--- src/hdl/texel_store_format_convert_defines.svh ---
// assertion helpers shared by the texel store rtl
`ifndef TEXEL_STORE_FORMAT_CONVERT_DEFINES_SVH
`define TEXEL_STORE_FORMAT_CONVERT_DEFINES_SVH

// same-cycle implication, disabled while reset is low
`define TSFC_ASSERT_SAME(lbl, clk, rstn, ante, cons, msg) \
    lbl: assert property (@(posedge clk) disable iff (!(rstn)) (ante) |-> (cons)) \
        else $error(msg);

// next-cycle implication, disabled while reset is low
`define TSFC_ASSERT_NEXT(lbl, clk, rstn, ante, cons, msg) \
    lbl: assert property (@(posedge clk) disable iff (!(rstn)) (ante) |=> (cons)) \
        else $error(msg);

`endif

--- src/hdl/tsfc_ram.sv ---
`timescale 1ns / 1ps

module tsfc_ram #(
    parameter int WIDTH = 8,
    parameter int DEPTH = 16,
    localparam int AW = $clog2(DEPTH)
) (
    input  logic             clk,
    input  logic             we,
    input  logic [AW-1:0]    addr,
    input  logic [WIDTH-1:0] wdata,
    output logic [WIDTH-1:0] rdata
);

    logic [WIDTH-1:0] mem [DEPTH];
    logic [WIDTH-1:0] rdata_reg;

    // single port, registered read
    always_ff @(posedge clk) begin
        if (we) begin
            mem[addr] <= wdata;
        end
        rdata_reg <= mem[addr];
    end

    assign rdata = rdata_reg;

endmodule
--- config.mk ---
export PLATFORM = sky130hd
export DESIGN_NAME = tsfc_ram
export DESIGN_NICKNAME = d
export VERILOG_FILES = /design/src/hdl/texel_store_format_convert_defines.svh /design/src/hdl/tsfc_ram.sv
export SDC_FILE = /design/constraint.sdc
export NUM_CORES = 1
export LEC_CHECK = 0
export BUFFER_PORTS_ARGS = -buffer_cell sky130_fd_sc_hd__buf_2
export CAP_MARGIN = 20
export CORE_MARGIN = 10
export CORE_UTILIZATION = 54
export CTS_CLUSTER_DIAMETER = 40
export DETAILED_ROUTE_END_ITERATION = 7
export GPL_TIMING_DRIVEN = 0
export MAX_ROUTING_LAYER = met4
export PLACE_DENSITY_LB_ADDON = 0.08
export REMOVE_ABC_BUFFERS = 1
export SLEW_MARGIN = 20
export SYNTH_ARGS = -nofsm -noshare
export SYNTH_HDL_FRONTEND = slang
export SYNTH_SLANG_ARGS = --single-unit
--- constraint.sdc ---
create_clock -name clk -period 2 [get_ports clk]
set_input_delay 0.6 -clock clk [delete_from_list [all_inputs] [get_ports clk]]
set_output_delay 0.6 -clock clk [all_outputs]
set_load 0.02 [all_outputs]
# Word level (Yosys, flattened, before mapping)
# Memories as Yosys holds them, arrays and structs flattened. A register that Yosys moved wholly into a read port is not among the register bits.
# Index checks and enable logic that the tools add are counted.
# word_totals
input_bits	14
wordCells	3
out_inout_bits	8
n_memories	1
register_bits	0
ram_bits	128
# memory_table
memory	depth	width	rd	rd_clocked_by_memory_dff	wr	line	text
mem	16	8	1	1	1	tsfc_ram.sv:15	logic [WIDTH-1:0] mem [DEPTH];
# op_classes
mux	2
# op_table
cell	n
2-to-1 mux 1 bit	2

# Depth between registers and ports, before layout
# depth
depth_word	2
depth_mapped	5
ltp_nobuf	3

# Worst setup path after synthesis
# Ideal clock, no wire load.
# synth_path
path_kind	input to register
start	input port addr[2]
end	memory mem[0][0], enable pin
setup_slack_ps	-93
t_required_ps	1617
path_buffers	0
cell_stages	2
arrival_ps	1710
path_cell_list	or3b_2 > nor3_1
# synth_rtl
element	line	text
from (decl)	tsfc_ram.sv:10	input logic [AW-1:0] addr,
to (decl)	tsfc_ram.sv:15	
# No word-level cell before the write port.

# Final worst setup path
# layout_path
start	input port addr[1]
end	memory mem[6][3], enable pin
# No word-level cell before the write port.

==> results.sh <==
export IMPL_outcome="complete, no violations"
export IMPL_synth_flop_cell="edfxtp_1"
export IMPL_worstPathRequired_ns=2.14
export IMPL_die_y_um=117
export IMPL_seqPwrFrac_pct=49.3
export IMPL_synth_seq_area_share_pct=79.0
export IMPL_start_util_pct=55.1
export IMPL_met2_usage_pct=22.0
export IMPL_via_per_inst=5.89
export IMPL_drc_errors=0
export IMPL_largest_register_ffs=128
export IMPL_fin_util_pct=63.9
export IMPL_period_needed_ns=1.84
export IMPL_grt_busiest_layer="met2"
export IMPL_relSlewSlack_pct=39.8
export IMPL_syn_area_um2=5070
export IMPL_grt_total_usage_pct=15.2
export IMPL_setup_tns_final_ns=0
export IMPL_ctsResizeCount=5
export IMPL_ctsHoldBuffers=0
export IMPL_placedCellCount=352
export IMPL_maxCapViolCount=0
export IMPL_critPathArrivalTime_ns=1.98
export IMPL_holdCritPathClass="input port to register"
export IMPL_slew_viol_final=0
export IMPL_grt_overflow=0
export IMPL_post_route_period_util_pct=91.9
export IMPL_synth_common_cells="128 x edfxtp_1, 32 x mux4_2, 16 x a22oi_1"
export IMPL_endpoint_kind="register"
export IMPL_power_density_nw_per_um2=1100
export IMPL_ys_async_sr_fraction_pct=0
export IMPL_worst_slew_pin_slew_ns=0.900
export IMPL_yosys_warnings=0
export IMPL_wl_um=9060
export IMPL_cts_sinks=136
export IMPL_power_leakage_nw=1.90
export IMPL_grt_start_max_net_pins=40
export IMPL_use_met1_pct=19.8
export IMPL_hold_viol=0
export IMPL_port_buffers=21
export IMPL_fin_skew_ns=0.00461
export IMPL_dp_hpwl_um=5350
export IMPL_synth_area_leader_cell="edfxtp_1"
export IMPL_cts_setup_buffers=0
export IMPL_synth_cell_types=18
export IMPL_diodes=0
export IMPL_dr_pass1_iters=4
export IMPL_synth_edf_count=128
export IMPL_path_class="input port to register"
export IMPL_combPwrFrac_pct=4.7
export IMPL_pwr_share_clk_pct=46.0
export IMPL_setup_violations=0
export IMPL_cts_buffers=17
export IMPL_p_int_mw=5.18
export IMPL_die_w_um=117
export IMPL_worst_skew_pair_late_latency_ns=0.51
export IMPL_ys_ff_latch=136
export IMPL_grt_pass1_wl_um=14100
export IMPL_synth_top_area_share_pct=75.9
export IMPL_p_switching_mw=1.31
export IMPL_avgSynthCellArea_um2=22.0
export IMPL_syn_inst=230
export IMPL_htree_levels=4
export IMPL_cts_tree="done"
export IMPL_antenna_found_initial=0
export IMPL_num_nets_final=274
export IMPL_num_io_pins=22
export IMPL_vdd_drop_max_uv=605
export IMPL_synth_area_top_cells="edfxtp_1 76%, mux4_2 14%, dfxtp_1 3.2%"
export IMPL_gp_congestion=0.753
export IMPL_drive_gt1_share_pct=34.8
export IMPL_wl_per_cell_um=23.6
export IMPL_cp_max_fo=39
export IMPL_syn_to_final_growth_pct=16.0
export IMPL_finalNonFillerCells=384
export IMPL_power_mw=6.49
export IMPL_p_sw_share_pct=20.1
export IMPL_rows=35
export IMPL_fillers=622
export IMPL_drtAntennaViolNets=0
export IMPL_use_met3_pct=4.64
export IMPL_clk_path_buf_depth=2
export IMPL_rsz0062_at_grt="false"
export IMPL_path_clk_slew_ns=0.06
export IMPL_dieArea_um2=13700
export IMPL_num_vias=2262
export IMPL_yosysMostFrequentCell="edfxtp_1"
export IMPL_core_area_um2=9200
export IMPL_drt_initial_drc_count=201
export IMPL_cts_root_buf="clkbuf_8"
export IMPL_grt_pass1_vias=2424
export IMPL_start_kind="input port"
export IMPL_fmax_mhz=544
## power groups by stage
stage               combinational, mW  clock (mW)  sequential, mW
finish                          0.305        2.98            3.20
global route                    0.332        3.16            3.21
CTS                             0.310        3.02            3.20
detailed placement              0.307           0            3.26
global placement                0.302           0            3.26
floorplan                       0.131           0            3.28
## through the flow
step                hold slack [ns]  worst slack, ns  area [um^2]
finish                        0.469            0.162         5880
global route                  0.461          0.00819         5880
CTS                           0.454          -0.0796         5870
detailed placement            0.671           -0.836         5280
global placement              0.666            -1.06         5250
floorplan                     0.635          -0.0929         5010
## worst paths after layout
kind | from | end | slack, ns | cells after the start
max reg2reg | mem[2][4] | rdata[4] | 0.65 | 3
min reg2reg | mem[14][5] | rdata[5] | 0.68 | 3
max | addr[1] | mem[6][3] | 0.16 | 3
min | wdata[3] | mem[10][3] | 0.47 | 1
## worst max-delay path, cell delays in order
cell      delay [ns]
buf_4           0.44
nand2b_1        0.24
nor2_1          0.67
## final cells by class
cell class | instances | area [um^2] | area share, %
flip-flops and latches | 136 | 4000 | 68.1
clock buffers | 18 | 418 | 7.11
multi-input cells | 83 | 1040 | 17.7
well taps | 111 | 139 | 2.36
clock inverters | 14 | 158 | 2.68
repair buffers | 22 | 121 | 2.06
## cell usage in the layout (no fill, tap or decap), types with 3 or more instances in the layout
cell type	instances
clkinv_2	4
edfxtp_1	128
nor2_1	6
nor2_2	7
a22oi_1	16
clkbuf_16	16
bufinv_16	3
mux4_2	32
nor3_2	4
nand2_1	9
buf_2	19
clkinvlp_4	3
dfxtp_1	8
## cell families (layout without fill, tap and decap cells)
logic type / after synthesis / in the layout / share of synthesized area [%]
flip-flops: 136 / 136 / 79.0
AND/OR/NAND/NOR: 35 / 35 / 3.21
multiplexers: 32 / 32 / 14.2
AO/OA/AOI/OAI: 16 / 16 / 2.37
buffers and inverters: 11 / 54 / 1.19
## layer usage
metal	share of wire [%]	up-vias
met2	48	92
met1	43	1130
met4	0.75	0
li1	-	1031
met5	0	-
met3	7.6	9
No activity file was read; power rests on OpenSTA's default activity.
